`config.mk`:
```
export PLATFORM = sky130hd
export DESIGN_NAME = text_field_tokenizer_core
export DESIGN_NICKNAME = d
export VERILOG_FILES = /design/src/design/tft_pkg.sv /design/src/design/tft_regs.sv /design/src/design/tft_front.sv /design/src/design/tft_queue.sv /design/src/design/tft_back.sv /design/src/design/text_field_tokenizer_core.sv
export SDC_FILE = /design/constraint.sdc
export NUM_CORES = 1
export LEC_CHECK = 0
export ABC_AREA = 1
export BUFFER_PORTS_ARGS = -buffer_cell sky130_fd_sc_hd__buf_4
export CORE_MARGIN = 8
export CORE_UTILIZATION = 25
export DETAILED_ROUTE_END_ITERATION = 12
export PLACE_DENSITY = 0.44
export SKIP_CTS_REPAIR_TIMING = 1
export SYNTH_ARGS = -nofsm -noshare
export SYNTH_HDL_FRONTEND = slang
export SYNTH_HIERARCHICAL = 1
export SYNTH_SLANG_ARGS = --single-unit
```
`constraint.sdc`:
```
create_clock -name clk -period 10.2 [get_ports clk]
set_clock_uncertainty 0.1 [all_clocks]
set_input_delay 2.04 -clock clk [delete_from_list [all_inputs] [get_ports clk]]
set_output_delay 2.04 -clock clk [all_outputs]
set_load 0.01 [all_outputs]
```
`src/design/tft_pkg.sv`:
```
// Shared types, constants and codes for the text field tokenizer.
`timescale 1ns / 1ps

package tft_pkg;

    // Field widths
    localparam int DATA_BITS     = 8;
    localparam int COLUMN_BITS   = 12;
    localparam int ROW_BITS      = 24;
    localparam int MAX_ROWS_BITS = 24;
    localparam int APB_DATA_BITS = 32;
    localparam int APB_ADDR_BITS = 4;

    // Most results per input item
    localparam int MAX_RESULTS = 3;
    localparam int COUNT_BITS  = $clog2(MAX_RESULTS + 1);

    // Default depth of the queue between front and back end
    localparam int QUEUE_DEPTH = 4;

    // Fixed bytes
    localparam logic [DATA_BITS-1:0] ESCAPE_BYTE   = 8'h5C;
    localparam logic [DATA_BITS-1:0] NEWLINE_BYTE  = 8'h0A;
    localparam logic [DATA_BITS-1:0] SPACE_BYTE    = 8'h20;
    localparam logic [DATA_BITS-1:0] TAB_BYTE      = 8'h09;
    localparam logic [DATA_BITS-1:0] CR_BYTE       = 8'h0D;
    localparam logic [DATA_BITS-1:0] QUOTE_RESET   = 8'h22;
    localparam logic [DATA_BITS-1:0] COMMENT_RESET = 8'h23;

    // Result kinds
    typedef enum logic [1:0] {
        KIND_CHAR      = 2'd0,
        KIND_FIELD_END = 2'd1,
        KIND_ROW_END   = 2'd2
    } tft_kind_t;

    // Register indexes (word address)
    typedef enum logic [1:0] {
        REG_QUOTE    = 2'd0,
        REG_COMMENT  = 2'd1,
        REG_MAX_ROWS = 2'd2
    } tft_reg_idx_t;

    // Input item
    typedef struct packed {
        logic [DATA_BITS-1:0] data_byte;
        logic                 end_of_input;
    } tft_item_t;

    // Result item
    typedef struct packed {
        tft_kind_t              kind;
        logic [DATA_BITS-1:0]   out_byte;
        logic [COLUMN_BITS-1:0] column_index;
        logic [ROW_BITS-1:0]    row_index;
        logic                   last_result;
    } tft_result_t;

    // All results caused by one input item
    typedef struct packed {
        logic [COUNT_BITS-1:0]              count;
        tft_result_t [MAX_RESULTS-1:0]      res;
    } tft_bundle_t;

    // Configuration seen by the front end
    typedef struct packed {
        logic [DATA_BITS-1:0]     quote_char;
        logic [DATA_BITS-1:0]     comment_char;
        logic [MAX_ROWS_BITS-1:0] max_rows;
    } tft_cfg_t;

    // Tokenizer state
    typedef struct packed {
        logic                   at_line_start;
        logic                   in_comment_line;
        logic                   in_quotes;
        logic                   in_field;
        logic                   escape_pending;
        logic                   row_open;
        logic                   stopped;
        logic [COLUMN_BITS-1:0] column_count;
        logic [ROW_BITS-1:0]    row_count;
    } tft_state_t;

    localparam tft_state_t STATE_RESET = '{
        at_line_start:   1'b1,
        in_comment_line: 1'b0,
        in_quotes:       1'b0,
        in_field:        1'b0,
        escape_pending:  1'b0,
        row_open:        1'b0,
        stopped:         1'b0,
        column_count:    '0,
        row_count:       '0
    };

endpackage

```
`src/design/tft_regs.sv`:
```
// Configuration registers behind an APB-style port.
`timescale 1ns / 1ps

module tft_regs
    import tft_pkg::*;
(
    input  logic                     clk,
    input  logic                     rst_n,
    input  logic                     psel,
    input  logic                     penable,
    input  logic                     pwrite,
    input  logic [APB_ADDR_BITS-1:0] paddr,
    input  logic [APB_DATA_BITS-1:0] pwdata,
    output logic [APB_DATA_BITS-1:0] prdata,
    output logic                     pready,
    output tft_cfg_t                 cfg
);

    tft_cfg_t     cfg_reg;
    tft_cfg_t     cfg_next;
    tft_reg_idx_t reg_idx;
    logic         wr_en;

    assign pready  = 1'b1;
    assign reg_idx = tft_reg_idx_t'(paddr[3:2]);
    assign wr_en   = psel && penable && pwrite && pready;

    // Decode a write
    always_comb
    begin
        cfg_next = cfg_reg;
        if (wr_en)
        begin
            unique case (reg_idx)
                REG_QUOTE:    cfg_next.quote_char   = pwdata[DATA_BITS-1:0];
                REG_COMMENT:  cfg_next.comment_char = pwdata[DATA_BITS-1:0];
                REG_MAX_ROWS: cfg_next.max_rows     = pwdata[MAX_ROWS_BITS-1:0];
                default:      cfg_next = cfg_reg;
            endcase
        end
    end

    // Hold the registers
    always_ff @(posedge clk or negedge rst_n)
    begin
        if (!rst_n)
        begin
            cfg_reg.quote_char   <= QUOTE_RESET;
            cfg_reg.comment_char <= COMMENT_RESET;
            cfg_reg.max_rows     <= '0;
        end
        else
        begin
            cfg_reg <= cfg_next;
        end
    end

    // Read back
    always_comb
    begin
        unique case (reg_idx)
            REG_QUOTE:    prdata = APB_DATA_BITS'(cfg_reg.quote_char);
            REG_COMMENT:  prdata = APB_DATA_BITS'(cfg_reg.comment_char);
            REG_MAX_ROWS: prdata = APB_DATA_BITS'(cfg_reg.max_rows);
            default:      prdata = '0;
        endcase
    end

    assign cfg = cfg_reg;

endmodule

```
`src/design/tft_front.sv`:
```
// Front end: a byte per cycle unless full; tracks line state, forms result bursts.
`timescale 1ns / 1ps

module tft_front
    import tft_pkg::*;
(
    input  logic        clk,
    input  logic        rst_n,
    input  logic        push,
    output logic        full,
    input  tft_item_t   item,
    input  tft_cfg_t    cfg,
    output logic        q_push,
    output tft_bundle_t q_bundle,
    input  logic        q_full
);

    tft_state_t state_reg;
    tft_state_t state_next;
    logic       accept;

    function automatic tft_result_t make_result(
        input tft_kind_t              kind,
        input logic [DATA_BITS-1:0]   data,
        input logic [COLUMN_BITS-1:0] col,
        input logic [ROW_BITS-1:0]    row
    );
        tft_result_t r;
        r.kind         = kind;
        r.out_byte     = data;
        r.column_index = col;
        r.row_index    = row;
        r.last_result  = 1'b0;
        return r;
    endfunction

    assign full   = q_full;
    assign accept = push && !full;

    // Work one byte through the tokenizer rules
    always_comb
    begin
        tft_state_t                    st;
        tft_result_t [MAX_RESULTS-1:0] res;
        logic [COUNT_BITS-1:0]         n;
        logic [DATA_BITS-1:0]          b;
        logic                          ws;
        logic                          nl;
        logic                          skip;
        logic                          do_collect;
        logic                          do_close_field;
        logic                          do_close_row;
        logic                          limit_hit;

        st             = state_reg;
        res            = '0;
        n              = '0;
        b              = item.data_byte;
        ws             = (b == SPACE_BYTE) || ((b >= TAB_BYTE) && (b <= CR_BYTE));
        nl             = (b == NEWLINE_BYTE);
        skip           = 1'b0;
        do_collect     = 1'b0;
        do_close_field = 1'b0;
        do_close_row   = 1'b0;
        limit_hit      = (cfg.max_rows != '0) && (state_reg.row_count >= cfg.max_rows);

        if (!st.stopped)
        begin
            // Line start: drop leading whitespace, spot comment lines
            if (st.in_comment_line)
            begin
                skip = 1'b1;
                if (nl)
                begin
                    st.in_comment_line = 1'b0;
                    st.at_line_start   = 1'b1;
                end
            end
            else if (st.at_line_start)
            begin
                if (ws)
                begin
                    skip = 1'b1;
                end
                else if (b == cfg.comment_char)
                begin
                    skip               = 1'b1;
                    st.in_comment_line = 1'b1;
                    st.at_line_start   = 1'b0;
                end
                else
                begin
                    st.at_line_start = 1'b0;
                end
            end

            if (!skip)
            begin
                // Classify: escape first, then whitespace, then quote
                if (st.escape_pending)
                begin
                    st.escape_pending = 1'b0;
                    do_collect        = 1'b1;
                end
                else if (b == ESCAPE_BYTE)
                begin
                    st.escape_pending = 1'b1;
                end
                else if (ws)
                begin
                    if (st.in_quotes)
                    begin
                        do_collect = 1'b1;
                    end
                    else
                    begin
                        do_close_field = 1'b1;
                        do_close_row   = nl;
                    end
                end
                else if (b == cfg.quote_char)
                begin
                    st.in_quotes = !st.in_quotes;
                end
                else
                begin
                    do_collect = 1'b1;
                end

                // Store a field byte, opening field and row as needed
                if (do_collect)
                begin
                    if (!st.in_field && !st.row_open && limit_hit)
                    begin
                        st.stopped = 1'b1;
                    end
                    else
                    begin
                        st.row_open = 1'b1;
                        st.in_field = 1'b1;
                        if (n != COUNT_BITS'(MAX_RESULTS))
                        begin
                            res[n] = make_result(KIND_CHAR, b, st.column_count, st.row_count);
                            n      = n + 1'b1;
                        end
                    end
                end

                // Close the field on unquoted whitespace
                if (do_close_field && st.in_field)
                begin
                    if (n != COUNT_BITS'(MAX_RESULTS))
                    begin
                        res[n] = make_result(KIND_FIELD_END, '0, st.column_count,
                                             st.row_count);
                        n      = n + 1'b1;
                    end
                    if (st.column_count != '1)
                        st.column_count = st.column_count + 1'b1;
                    st.in_field = 1'b0;
                end

                // Close the row on newline
                if (do_close_row && st.row_open)
                begin
                    if (n != COUNT_BITS'(MAX_RESULTS))
                    begin
                        res[n] = make_result(KIND_ROW_END, '0, st.column_count,
                                             st.row_count);
                        n      = n + 1'b1;
                    end
                    if (st.row_count != '1)
                        st.row_count = st.row_count + 1'b1;
                    st.column_count = '0;
                    st.row_open     = 1'b0;
                end

                if (nl && !st.stopped)
                    st.at_line_start = 1'b1;
            end
        end

        // End of input: close what is open, then return to reset state
        if (item.end_of_input)
        begin
            if (!st.stopped)
            begin
                if (st.in_field)
                begin
                    if (n != COUNT_BITS'(MAX_RESULTS))
                    begin
                        res[n] = make_result(KIND_FIELD_END, '0, st.column_count,
                                             st.row_count);
                        n      = n + 1'b1;
                    end
                    if (st.column_count != '1)
                        st.column_count = st.column_count + 1'b1;
                    st.in_field = 1'b0;
                end
                if (st.row_open)
                begin
                    if (n != COUNT_BITS'(MAX_RESULTS))
                    begin
                        res[n] = make_result(KIND_ROW_END, '0, st.column_count,
                                             st.row_count);
                        n      = n + 1'b1;
                    end
                end
            end
            st = STATE_RESET;
        end

        // Flag the final result of the burst
        if (n != '0)
            res[n - 1'b1].last_result = 1'b1;

        state_next     = st;
        q_bundle.count = n;
        q_bundle.res   = res;
        q_push         = accept && (n != '0);
    end

    // Advance the state on an accepted item
    always_ff @(posedge clk or negedge rst_n)
    begin
        if (!rst_n)
            state_reg <= STATE_RESET;
        else if (accept)
            state_reg <= state_next;
    end

endmodule

```
`src/design/tft_queue.sv`:
```
// Short queue of result bursts between the front and back end.
`timescale 1ns / 1ps

module tft_queue
    import tft_pkg::*;
#(
    parameter int DEPTH = QUEUE_DEPTH
)
(
    input  logic        clk,
    input  logic        rst_n,
    input  logic        wr_en,
    input  tft_bundle_t wr_data,
    output logic        wr_full,
    input  logic        rd_en,
    output tft_bundle_t rd_data,
    output logic        rd_empty
);

    localparam int PTR_BITS = (DEPTH > 1) ? $clog2(DEPTH) : 1;
    localparam int CNT_BITS = $clog2(DEPTH + 1);

    tft_bundle_t         slots_reg [DEPTH];
    logic [PTR_BITS-1:0] wr_ptr_reg;
    logic [PTR_BITS-1:0] wr_ptr_next;
    logic [PTR_BITS-1:0] rd_ptr_reg;
    logic [PTR_BITS-1:0] rd_ptr_next;
    logic [CNT_BITS-1:0] count_reg;
    logic [CNT_BITS-1:0] count_next;
    logic                do_wr;
    logic                do_rd;

    assign wr_full  = (count_reg == CNT_BITS'(DEPTH));
    assign rd_empty = (count_reg == '0);
    assign do_wr    = wr_en && !wr_full;
    assign do_rd    = rd_en && !rd_empty;
    assign rd_data  = slots_reg[rd_ptr_reg];

    // Advance pointers with wrap
    always_comb
    begin
        wr_ptr_next = wr_ptr_reg;
        rd_ptr_next = rd_ptr_reg;
        count_next  = count_reg;
        if (do_wr)
            wr_ptr_next = (wr_ptr_reg == PTR_BITS'(DEPTH - 1)) ? '0 : wr_ptr_reg + 1'b1;
        if (do_rd)
            rd_ptr_next = (rd_ptr_reg == PTR_BITS'(DEPTH - 1)) ? '0 : rd_ptr_reg + 1'b1;
        if (do_wr && !do_rd)
            count_next = count_reg + 1'b1;
        else if (do_rd && !do_wr)
            count_next = count_reg - 1'b1;
    end

    always_ff @(posedge clk or negedge rst_n)
    begin
        if (!rst_n)
        begin
            wr_ptr_reg <= '0;
            rd_ptr_reg <= '0;
            count_reg  <= '0;
        end
        else
        begin
            wr_ptr_reg <= wr_ptr_next;
            rd_ptr_reg <= rd_ptr_next;
            count_reg  <= count_next;
        end
    end

    // Store a burst
    always_ff @(posedge clk)
    begin
        if (do_wr)
            slots_reg[wr_ptr_reg] <= wr_data;
    end

endmodule

```
`src/design/tft_back.sv`:
```
// Back end: unpacks result bursts and presents one result item at a time.
`timescale 1ns / 1ps

module tft_back
    import tft_pkg::*;
(
    input  logic        clk,
    input  logic        rst_n,
    input  tft_bundle_t q_bundle,
    input  logic        q_empty,
    output logic        q_pop,
    output logic        empty,
    input  logic        pop,
    output tft_result_t result
);

    tft_result_t [MAX_RESULTS-1:0] slots_reg;
    tft_result_t [MAX_RESULTS-1:0] slots_next;
    logic [COUNT_BITS-1:0]         count_reg;
    logic [COUNT_BITS-1:0]         count_next;
    logic                          take;
    logic                          drained;

    assign empty   = (count_reg == '0);
    assign result  = slots_reg[0];
    assign take    = pop && !empty;
    assign drained = empty || (take && (count_reg == COUNT_BITS'(1)));
    assign q_pop   = drained && !q_empty;

    // Refill from the queue or shift to the next result
    always_comb
    begin
        slots_next = slots_reg;
        count_next = count_reg;
        if (q_pop)
        begin
            slots_next = q_bundle.res;
            count_next = q_bundle.count;
        end
        else if (take)
        begin
            for (int i = 0; i < MAX_RESULTS - 1; i++)
                slots_next[i] = slots_reg[i + 1];
            count_next = count_reg - 1'b1;
        end
    end

    always_ff @(posedge clk or negedge rst_n)
    begin
        if (!rst_n)
            count_reg <= '0;
        else
            count_reg <= count_next;
    end

    always_ff @(posedge clk)
    begin
        slots_reg <= slots_next;
    end

endmodule

```
`src/design/text_field_tokenizer_core.sv`:
```
// Top level of the text field tokenizer: registers, front end, queue, back end.
//
//  channel  | direction | handshake          | payload
//  ---------+-----------+--------------------+-------------------------------------
//  item     | in        | push / full        | data_byte, end_of_input
//  result   | out       | pop / empty        | kind, out_byte, column_index,
//           |           |                    | row_index, last_result
//  config   | in        | psel/penable/pready| quote_char, comment_char, max_rows
//
//  One byte is taken per cycle while the burst queue has room; each byte yields
//  zero to three result items, and the back end delivers one result per cycle
//  while pop is high and results wait. The results of a byte pass through the
//  burst queue and then the back-end result slots before the result port.
//  Reset (rst_n low) clears tokenizer state and queues; registers return to defaults.
//  A stall on pop fills the burst queue; full rises only when the queue is full.
`timescale 1ns / 1ps

module text_field_tokenizer_core
    import tft_pkg::*;
#(
    parameter int DEPTH = QUEUE_DEPTH
)
(
    input  logic                     clk,
    input  logic                     rst_n,
    input  logic                     push,
    output logic                     full,
    input  tft_item_t                item,
    output logic                     empty,
    input  logic                     pop,
    output tft_result_t              result,
    input  logic                     psel,
    input  logic                     penable,
    input  logic                     pwrite,
    input  logic [APB_ADDR_BITS-1:0] paddr,
    input  logic [APB_DATA_BITS-1:0] pwdata,
    output logic [APB_DATA_BITS-1:0] prdata,
    output logic                     pready
);

    tft_cfg_t    cfg;
    logic        q_push;
    logic        q_full;
    tft_bundle_t q_wr_bundle;
    logic        q_pop;
    logic        q_empty;
    tft_bundle_t q_rd_bundle;

    tft_regs u_regs (
        .clk     (clk),
        .rst_n   (rst_n),
        .psel    (psel),
        .penable (penable),
        .pwrite  (pwrite),
        .paddr   (paddr),
        .pwdata  (pwdata),
        .prdata  (prdata),
        .pready  (pready),
        .cfg     (cfg)
    );

    tft_front u_front (
        .clk      (clk),
        .rst_n    (rst_n),
        .push     (push),
        .full     (full),
        .item     (item),
        .cfg      (cfg),
        .q_push   (q_push),
        .q_bundle (q_wr_bundle),
        .q_full   (q_full)
    );

    tft_queue #(
        .DEPTH (DEPTH)
    ) u_queue (
        .clk      (clk),
        .rst_n    (rst_n),
        .wr_en    (q_push),
        .wr_data  (q_wr_bundle),
        .wr_full  (q_full),
        .rd_en    (q_pop),
        .rd_data  (q_rd_bundle),
        .rd_empty (q_empty)
    );

    tft_back u_back (
        .clk      (clk),
        .rst_n    (rst_n),
        .q_bundle (q_rd_bundle),
        .q_empty  (q_empty),
        .q_pop    (q_pop),
        .empty    (empty),
        .pop      (pop),
        .result   (result)
    );

endmodule

```
==> results by group, run 1 <==
Worst setup path
  – Crit path DAT: 7.19 ns
  – Worst Setup Start Kind: primary input
  – CP Capture Type: flop
  – R2R depth: 26
  – Required time worst endpoint: 10.47 ns
  – Reg-to-reg setup timing slack: 4.02 ns
  – Worst-path fanout max: 40
  – Worst setup path class: primary input to flop
  – Crit Reg-Reg Endpoint: u_queue/slots_reg[2][74]
  – Beginning of the worst register-to-register path: u_front/state_reg[21]
  – CP startpoint: item[7]

Clock network
  – Clk Latency, worst-skew pair: 0.70 ns
  – CTS tree: done
  – CTS Buffer Depth: 3
  – CTS Buf Count: 94
  – Clock transition at path regs: 0.05 ns
  – CTS root buffer: clkbuf_16
  – Num Clock Sinks: 805
  – H-tree level count: 3

Place
  – Final RePlAce weighted congestion: 0.8843
  – DP Worst Slack: roughly 2.6 ns
  – DP Wirelength: 69730 microns
  – Port Buf Inserts: 114

Yosys
  – EDFF count, synth: between 700 and 800
  – Post-Synth XOR/XNOR Area: 0.009104
  – Post-Synth Simple-Gate Area: 0.1687
  – Post-Synth Adder-Cell Area: 0.01288
  – Sequential share of the synthesized area: 0.6164
  – Number of synthesized register bits: 805
  – Post-synth top area cell: edfxtp_1
  – Post-Synthesis Cells: 3746
  – Synth top area share: 0.5564
  – Synth Warn #: 6
  – Leading register cell type out of synthesis: edfxtp_1
  – Count of different cell masters after synthesis: between 50 and 60
  – Post-synthesis mux area share: 0
  – Post-Syn Area: 38480 sq um
  – Main combinational cell family by area after synthesis: simple AND/OR/NAND/NOR gates
  – Compound-Gate Fraction of Synth Area: 0.09305
  – Largest cells by area after synthesis: edfxtp_1, nand2_1, dfrtp_1
  – Async S/R FF share, synth: 0.1143
  – Syn_area_per_cell: ~10 sq um

Timing
  – Count of pins over their slew limit: 0
  – Hold Vio Cnt, Final: 0
  – Final Critical Period: 6.920 ns
  – RSZ-0062 raised after global routing: no
  – Fin crit share: 0.6784
  – Slew margin rel.: 0.05137
  – Worst Max-Slew Pin Slew: 1.412 ns
  – Hold slack: about 0.4 ns
  – Max Fclk: 144.5 MHz
  – Setup WS post-layout: 3.280 ns
  – Setup violators final: 0

Final layout
  – Most frequent cells in the layout: nand2_1, edfxtp_1, inv_1
  – Final #Nets: 3884
  – Share of cells above drive strength 1: 0.1040
  – Max reg flops: 572
  – Area delta synth->final: 14.11%
  – N_diodes: 0
  – Commonest non-fill, non-tap cell in the layout: nand2_1

Route
  – Routed wire length: between 100000 and 150000 microns
  – Vias post-DR: 25870
  – Vias/cell: about 4.4
  – Antenna-violating nets left: 0
  – WL/cell: 18.57 microns
  – Drt initial violations: 1753
  – DRT Pass-1 Iters: 5
  – DRC errors left: 0

Pwr
  – Peak supply drop: 0.1361 mV
  – Pwr dens: roughly 280 nW/um^2
  – Pleak: 17.62 nW

Global routing
  – Antenna violations before repair: 1
  – Total track usage: 0.1290
  – First-pass GRT wire length: approximately 170000 microns
  – Grt ovf: 0
  – Vias in the first global route: 25380
  – Largest net degree at the start of global routing: 100

Outcome
  – Status: finished, final reports clean

Worst hold path
  – Worst hold endpoint: u_regs/cfg[25]
  – Hold WC Path Type: flop to flop
  – Hold Crit Start: u_regs/cfg[25]
  – Cell depth of the worst hold path: 2

Die
  – Total die area: approximately 170000 sq um
  – IO Count: 134
  – Die height: 408.3 microns
  – Starting Density: 0.2507
  – Cell row count: approximately 140
  – Die W: between 400 and 500 microns
  – Core footprint: 153500 sq um

Flow run
  – Max cap viols: 0
## synthesized netlist by cell type (2+ instances only)
cell type  number
nand2_1      1197
edfxtp_1      713
inv_1         518
o211ai_1      272
nand3_1       124
nor2_1        116
buf_4         102
o22ai_1        90
dfrtp_1        86
buf_6          62
nand4_1        40
a21oi_1        39
buf_2          39
ha_1           38
nor3_1         38
o21ai_0        36
xor2_1         35
clkbuf_1       32
o21ai_1        25
o211ai_2       19
nand2_2        17
inv_2          16
a31oi_1         8
nor2_2          7
nor4_1          7
dfstp_2         6
nand2_4         6
nand3b_1        6
nand3_2         5
xnor2_1         5
nor3_2          4
o31ai_1         4
a22oi_1         3
buf_1           3
conb_1          3
nor2_4          3
inv_4           2
nor2_8          2
o21bai_1        2
o22a_1          2
## where the power goes
part	total [mW]	switching (mW)	internal, mW
clock network	3.40	1.40	2.00
registers	5.05	0.286	4.77
logic	3.63	2.61	1.02
## stage by stage
step / power (mW) / cell area [sq um] / cells / util / setup TNS [ns]
floorplan: 7.845 / 38570 / 3768 / - / -653.03
global placement: 8.884 / 40790 / 5741 / 0.2657 / 0
detailed placement: 8.906 / 40790 / 5741 / 0.2657 / 0
CTS: 12.36 / 43910 / 5919 / 0.2861 / 0
global route: 12.90 / 43910 / 5919 / 0.2861 / 0
finish: 12.09 / 43910 / 5919 / 0.2861 / 0
## worst max-delay path by stage
stage | slack, ns | to
2_1_floorplan | -1.14 | u_queue/slots_reg[0][0]
3_3_place_gp | 2.53 | u_queue/slots_reg[2][121]
3_5_place_dp | 2.57 | u_queue/slots_reg[2][121]
4_1_cts | 3.32 | u_queue/slots_reg[2][74]
5_1_grt | 2.90 | u_queue/slots_reg[2][74]
6_report | 3.28 | u_queue/slots_reg[2][74]
## worst max-delay path: stages
cell     delay [ns]
buf_4          0.13
nor2_1         0.13
nand2_1        0.07
nor2_1         0.10
nand2_1        0.07
nand2_2        0.11
nand2_1        0.09
nand3_2        0.08
buf_4          0.51
inv_2          0.11
nand3_1        0.09
nand2_1        0.47
inv_2          0.50
nand2_1        0.15
nand2_2        0.14
nor2_8         0.07
a21oi_1        0.12
o21ai_1        0.22
nand2_1        0.21
nand2_1        0.12
inv_1          0.14
nand2_1        0.28
nor2_4         0.81
buf_4          0.37
## kinds of logic after synthesis
kind of cell	count (synthesis)
AND/OR/NAND/NOR	1574
AO/OA/AOI/OAI	509
other	3
XOR/XNOR	40
buffers and inverters	776
flip-flops	805
adder cells (fa/ha/maj)	39
## area by class of cell
class	count	area, sq um
Fill cell	16100	109600
Sequential cell	805	23730
Multi-Input combinational cell	2187	11060
Clock buffer	132	2566
Tap cell	2044	2557
Inverter	537	2036
Timing Repair Buffer	168	1411
Clock inverter	46	553.0
## metal layers
layer  share of wire  up-vias  GRT usage
met5               0        -          0
met4           0.022        0    0.03632
met3           0.056      148    0.02247
met2            0.44      654     0.2027
met1            0.48    12420     0.1825
li1                -    12650          -
(Power assumes the default switching activity.)
==> inputs of run 2 (changes only) <==
--- a/config.mk
+++ b/config.mk
@@ -5,12 +5,12 @@
 export SDC_FILE = /design/constraint.sdc
 export NUM_CORES = 1
 export LEC_CHECK = 0
-export ABC_AREA = 1
+export ABC_AREA = 0
 export BUFFER_PORTS_ARGS = -buffer_cell sky130_fd_sc_hd__buf_4
 export CORE_MARGIN = 8
 export CORE_UTILIZATION = 25
 export DETAILED_ROUTE_END_ITERATION = 12
-export PLACE_DENSITY = 0.44
+export PLACE_DENSITY = 0.43
 export SKIP_CTS_REPAIR_TIMING = 1
 export SYNTH_ARGS = -nofsm -noshare
 export SYNTH_HDL_FRONTEND = slang
==> constraint.sdc (replaced) <==
create_clock -name clk -period 7.1 [get_ports clk]
set_clock_uncertainty 0.1 [all_clocks]
set_input_delay 1.42 -clock clk [delete_from_list [all_inputs] [get_ports clk]]
set_output_delay 1.42 -clock clk [all_outputs]
set_load 0.01 [all_outputs]
==> results by group, run 2 <==
Outcome
  – Status: finished, final reports clean

Pwr
  – Sequential share of power: 0.443 (+0.025)
  – NetSw: 5.000 mW (+16%)
  – Pint: 11.60 mW (+49%)
  – Pwr dens: 403.3 nW/um^2 (+47%)
  – Pwr Total: 16.60 mW (+37%)
  – Clock Power Share: 0.280 (-0.002)
  – Sw frac: 0.3013 (-0.05448)
  – Pleak: 14.24 nW (-19%)
  – Peak supply drop: 0.2621 mV (+93%)
  – Gate power share: 0.277 (-0.023)

Global routing
  – Largest net degree at the start of global routing: 75 (-25%)
  – Total track usage: 0.1153 (-0.01370)
  – First-pass GRT wire length: 133600 microns (-20%)
  – Vias in the first global route: 20560 (-19%)
  – Grt ovf: 0 (unchanged)
  – Antenna violations before repair: 6 (+5)

Timing
  – Max Fclk: 168.8 MHz
  – RSZ-0062 raised after global routing: no
  – Setup WS post-layout: 1.174 ns (-2.106 ns)
  – Setup violators final: 0 (unchanged)
  – Final Critical Period: 5.926 ns
  – Fin crit share: 0.8346
  – Hold Vio Cnt, Final: 0 (unchanged)
  – Hold slack: 0.4327 ns (+0.03914 ns)
  – Worst Max-Slew Pin Slew: 1.108 ns (-0.3045 ns)
  – Total Neg Setup Slack: 0 ns (unchanged)
  – Slew margin rel.: 0.2589 (+0.2075)
  – Count of pins over their slew limit: 0 (unchanged)

Clock network
  – H-tree level count: 3 (unchanged)
  – CTS root buffer: clkbuf_16
  – Clock transition at path regs: 0.05 ns (about the same)
  – CTS tree: done
  – CTS Buf Count: 93 (-1.1%)
  – Num Clock Sinks: 805 (unchanged)
  – CTS Buffer Depth: 3 (unchanged)
  – Clk Latency, worst-skew pair: 0.69 ns (about the same)

Die
  – Cell row count: 138 (-4.2%)
  – Total die area: 153900 sq um (-7.7%)
  – Starting Density: 0.2509 (about the same)
  – Core footprint: 141100 sq um (-8.1%)
  – IO Count: 134 (unchanged)
  – Die W: 392.2 microns (-3.9%)
  – Die height: 392.2 microns (-3.9%)

Route
  – DRC errors left: 0 (unchanged)
  – DRT Pass-1 Iters: 6 (+1)
  – Routed wire length: 89720 microns (-18%)
  – Drt initial violations: 1375 (-22%)
  – Antenna-violating nets left: 0 (unchanged)
  – WL/cell: 21.24 microns (+14%)
  – Vias/cell: 4.515 (+3.3%)
  – Vias post-DR: 19070 (-26%)

Worst setup path
  – Worst Setup Start Kind: primary input
  – CP startpoint: item[1]
  – Required time worst endpoint: 7.55 ns (-2.92 ns)
  – Crit Reg-Reg Endpoint: u_queue/count_reg[1]
  – Worst-path fanout max: 12 (-70%)
  – Worst setup path end: u_queue/count_reg[1]
  – Beginning of the worst register-to-register path: u_regs/cfg[23]
  – Crit path DAT: 6.37 ns (-0.82 ns)
  – Reg-to-reg setup timing slack: 1.30 ns (-2.72 ns)
  – R2R depth: 20 (-23%)
  – CP Capture Type: flop
  – Worst setup path class: primary input to flop

Yosys
  – Leading register cell type out of synthesis: edfxtp_1
  – Post-Syn Area: 35390 sq um (-8.0%)
  – Sequential share of the synthesized area: 0.6703 (+0.05389)
  – Synth top area share: 0.6050 (+0.04865)
  – Count leader, synth: edfxtp_1
  – Largest cells by area after synthesis: edfxtp_1, mux4_2, dfrtp_1
  – EDFF count, synth: 713 (unchanged)
  – Number of synthesized register bits: 805 (unchanged)
  – Post-synth top area cell: edfxtp_1
  – Count of different cell masters after synthesis: 92 (+70%)
  – Syn_area_per_cell: 16.44 sq um (+60%)
  – Synth Warn #: 6 (unchanged)
  – Post-Synthesis Cells: 2153 (-43%)
  – Top cells by count, synth: edfxtp_1, mux4_2, nand2_1
  – Async S/R FF share, synth: 0.1143 (unchanged)

Place
  – DP Wirelength: 55750 microns (-20%)
  – Placed instance count: 4045 (-30%)
  – Area after DPL: 38150 sq um (-6.5%)
  – DP Worst Slack: 0.5623 ns (-2.008 ns)
  – Final RePlAce weighted congestion: 0.8329 (-5.8%)
  – Port Buf Inserts: 114 (unchanged)

Final layout
  – Most frequent cells in the layout: edfxtp_1, buf_4, mux4_2
  – Non-filler cells, final: 4223 (-29%)
  – Share of cells above drive strength 1: 0.2807 (+0.1767)
  – Final #Nets: 2341 (-40%)
  – Post-route cell area: 41150 sq um (-6.3%)
  – Area delta synth->final: 16.28%
  – Commonest non-fill, non-tap cell in the layout: edfxtp_1
  – Max reg flops: 572 (unchanged)
  – Final Util: 0.2917 (+0.005642)

Worst hold path
  – Hold WC Path Type: flop to flop

Flow run
  – Max cap viols: 0 (unchanged)
[run 2: how the worst min path moves through the flow]
| stage | from | endpoint | cells after the start |
|---|---|---|---|
| global route | u_back/slots_reg[111] | u_back/slots_reg[64] | 1 |
| CTS | u_queue/count_reg[2] | u_queue/count_reg[2] | 1 |
| global placement | u_queue/count_reg[2] | u_queue/count_reg[2] | 1 |
| floorplan | u_queue/count_reg[2] | u_queue/count_reg[2] | 1 |
| finish | u_queue/count_reg[2] | u_queue/count_reg[2] | 1 |
| detailed placement | u_queue/count_reg[2] | u_queue/count_reg[2] | 1 |
[run 2: final cells by class]
cell class | instances | area [sq um]
antenna | 3 | 7.507
clock buffer | 115 | 2492
clock inverter | 60 | 498.0
fill | 13990 | 99920
inverter | 46 | 172.7
multi-input combinational | 1136 | 10460
sequential | 805 | 23730
tap | 1890 | 2365
timing repair buffer | 168 | 1424
[run 2: logic make-up after synthesis]
logic type	count (synthesis)	share of synthesized area
AOI/OAI and AO/OA	274	0.05427
xor gates and xnor gates	36	0.008910
adders and majority gates	40	0.01428
buffers and inverters	234	0.03804
DFF	805	0.6703
muxes	313	0.1482
other	3	0.0003182
and+or+nand+nor	448	0.06573
[run 2: power groups by stage]
stage / sequential (mW) / clock [mW] / combinational [mW]
after global routing: 7.48 / 4.98 / 5.02
after detailed placement: 7.47 / 0 / 4.78
final: 7.35 / 4.64 / 4.60
after global placement: 7.43 / 0 / 4.75
after CTS: 7.38 / 4.83 / 4.80
after floorplan: 7.19 / 0 / 3.43
[run 2: metal layers]
layer / up-vias / routed length [microns] / GRT usage
met3: 134 / 5187 / 0.02564
li1: 8513 / - / -
met1: 9894 / 40910 / 0.1580
met5: - / 0 / 0
met2: 525 / 41390 / 0.1820
met4: 0 / 2232 / 0.03634
[run 2: worst max-delay path: stages]
cell and delay (ns):
buf_4 0.15, or4b_1 0.58, a211o_1 0.55, nand2_2 0.17
o21ai_2 0.14, and2_4 0.23, nor2b_4 0.16, ha_1 0.39
xnor2_1 0.30, nor2_2 0.10, maj3_1 0.36, a21oi_1 0.34
a21oi_1 0.16, nor2b_1 0.18, buf_4 0.18, ha_1 0.22
inv_1 0.07, fa_1 0.39, mux2_2 0.27
==> inputs of run 3 (changes only) <==
--- a/config.mk
+++ b/config.mk
@@ -5,12 +5,12 @@
 export SDC_FILE = /design/constraint.sdc
 export NUM_CORES = 1
 export LEC_CHECK = 0
-export ABC_AREA = 0
+export ABC_AREA = 1
 export BUFFER_PORTS_ARGS = -buffer_cell sky130_fd_sc_hd__buf_4
 export CORE_MARGIN = 8
 export CORE_UTILIZATION = 25
 export DETAILED_ROUTE_END_ITERATION = 12
-export PLACE_DENSITY = 0.43
+export PLACE_DENSITY = 0.44
 export SKIP_CTS_REPAIR_TIMING = 1
 export SYNTH_ARGS = -nofsm -noshare
 export SYNTH_HDL_FRONTEND = slang
==> constraint.sdc (replaced) <==
create_clock -name clk -period 5.1 [get_ports clk]
set_clock_uncertainty 0.1 [all_clocks]
set_input_delay 1.02 -clock clk [delete_from_list [all_inputs] [get_ports clk]]
set_output_delay 1.02 -clock clk [all_outputs]
set_load 0.01 [all_outputs]
==> results by group, run 3 (synthesis results as in run 1) <==
Place
  – Area after DPL: 41780 sq um (+9.5%)
  – Port Buf Inserts: 114 (unchanged)
  – DP Wirelength: 72420 microns (+30%)
  – Final RePlAce weighted congestion: 0.8887 (+6.7%)

Global routing
  – Largest net degree at the start of global routing: 181 (+140%)
  – First-pass GRT wire length: 165300 microns (+24%)
  – Vias in the first global route: 25330 (+23%)
  – Antenna violations before repair: 2 (-4)
  – Total track usage: 0.1279 (+0.01263)
  – Grt ovf: 0 (unchanged)

Die
  – Core footprint: 153500 sq um (+8.8%)
  – Cell row count: 144 (+4.3%)
  – Die height: 408.3 microns (+4.1%)
  – Total die area: 166700 sq um (+8.4%)
  – Starting Density: 0.2507 (about the same)
  – Die W: 408.3 microns (+4.1%)
  – IO Count: 134 (unchanged)

Final layout
  – Post-route cell area: 44690 sq um (+8.6%)
  – Fillers: 16030 (+15%)
  – Area delta synth->final: 16.13%
  – Commonest non-fill, non-tap cell in the layout: nand2_1
  – FF+latch area: 23730 sq um (unchanged)
  – Share of cells above drive strength 1: 0.1294 (-0.1513)
  – Final Util: 0.2911 (-0.0005720)
  – Area occupied by multi-input gates: 11140 sq um (+6.5%)
  – Final #Nets: 3973 (+70%)
  – Max reg flops: 572 (unchanged)
  – Most frequent cells in the layout: nand2_1, edfxtp_1, inv_1

Worst setup path
  – Beginning of the worst register-to-register path: u_regs/cfg[23]
  – Reg-to-reg setup timing slack: 0.48 ns (-0.82 ns)
  – Crit path DAT: 5.08 ns (-1.29 ns)
  – Crit Reg-Reg Endpoint: u_queue/count_reg[2]
  – R2R depth: 37 (+85%)
  – Crit-path max cell delay: 0.39 ns (-0.19 ns)
  – Crit-path slowest cell: dfrtp_1
  – CP Capture Type: flop
  – CP bufs+invs: 8 (+5)
  – Most Frequent Cell on Critical Path: nand2_1
  – Worst-path fanout max: 5 (-7)
  – Worst Setup Start Kind: flop
  – Top delay family on crit path: simple AND/OR/NAND/NOR gates
  – Worst setup path class: flop to flop
  – Required time worst endpoint: 5.56 ns (-1.99 ns)

Route
  – Routed wire length: 110000 microns (+23%)
  – Vias post-DR: 26150 (+37%)
  – DRT Pass-1 Iters: 7 (+1)
  – WL/cell: 18.32 microns (-14%)
  – Vias/cell: 4.355 (-3.5%)
  – Drt initial violations: 1872 (+36%)
  – Antenna-violating nets left: 0 (unchanged)
  – DRC errors left: 0 (unchanged)

Clock network
  – Clk Latency, worst-skew pair: 0.69 ns (about the same)
  – CTS Buffer Depth: 3 (unchanged)
  – CTS Buf Count: 93 (unchanged)
  – Clock transition at path regs: 0.06 ns (about the same)
  – H-tree level count: 3 (unchanged)
  – Num Clock Sinks: 805 (unchanged)
  – CTS root buffer: clkbuf_16
  – CTS tree: done

Timing
  – Final Critical Period: ~4.6 ns
  – Hold Vio Cnt, Final: 0 (unchanged)
  – Total Neg Setup Slack: 0 ns (unchanged)
  – Setup violators final: 0 (unchanged)
  – Max Fclk: about 220 MHz
  – RSZ-0062 raised after global routing: no
  – Worst Max-Slew Pin Slew: 0.9913 ns (-0.1163 ns)
  – Count of pins over their slew limit: 0 (unchanged)
  – Slew margin rel.: 0.3341 (+0.07520)
  – Fin crit share: 0.9059

Pwr
  – Pwr dens: 537.6 nW/um^2 (+33%)
  – Peak supply drop: 0.4277 mV (+63%)
  – Pleak: 18.06 nW (+27%)

Flow run
  – Max cap viols: 0 (unchanged)

Worst hold path
  – Hold WC Path Type: primary input to async pin

Outcome
  – Status: finished, final reports clean
==> run 3: cell count changes in the layout (fill, tap and decap cells not counted), moves of 52 or more <==
cell      change
buf_4        +72
mux2_2      -109
nand3_1      +79
nor2_1       +52
o211ai_1    +269
nand2_1    +1057
o22ai_1      +81
and2_1       -80
mux4_2      -143
inv_1       +468
==> run 3: area by class of cell <==
class	count	share of cell area
sequential	805	0.5309
inverter	537	0.04555
antenna	3	0.0001680
clock buffer	120	0.05664
timing repair buffer	258	0.05202
multi-input combinational	2187	0.2493
clock inverter	51	0.008231
tap	2044	0.05722
==> run 3: worst max path at each step <==
stage                    from                        to  slack, ns  cells past startpoint
2_1_floorplan         item[2]   u_queue/slots_reg[0][0]      -0.97                     26
3_3_place_gp          item[7]      u_queue/count_reg[2]       0.12                     36
3_5_place_dp          item[7]  u_queue/slots_reg[3][13]       0.19                     32
4_1_cts        u_regs/cfg[22]  u_queue/slots_reg[3][14]       0.41                     33
5_1_grt        u_regs/cfg[22]      u_queue/count_reg[2]       0.03                     37
6_report       u_regs/cfg[23]      u_queue/count_reg[2]       0.48                     37
==> run 3: report_power, final <==
group          internal [mW]  leakage [nW]  switching, mW
Sequential              9.52          7.94          0.625
Combinational           2.32          8.70           5.19
Clock                   3.61          1.42           2.76
==> run 3: per-layer routing <==
layer  wire length (microns)  track usage
met3                    5427      0.02236
met2                   48140       0.1967
met4                    2781      0.03825
met5                       0            0
met1                   53690       0.1836
==> run 3: metrics by stage <==
| step | hold WS, ns | std cells | power (mW) | worst slack [ns] |
|---|---|---|---|---|
| after floorplan | 0.3564 | 3768 | 15.54 | -0.9741 |
| after global placement | 0.3804 | 5830 | 18.03 | 0.1150 |
| after detailed placement | 0.3808 | 5830 | 18.07 | 0.1911 |
| after CTS | 0.2234 | 6001 | 24.55 | 0.4101 |
| after global routing | 0.2648 | 6002 | 25.63 | 0.03035 |
| final | 0.2589 | 6005 | 24.03 | 0.4799 |
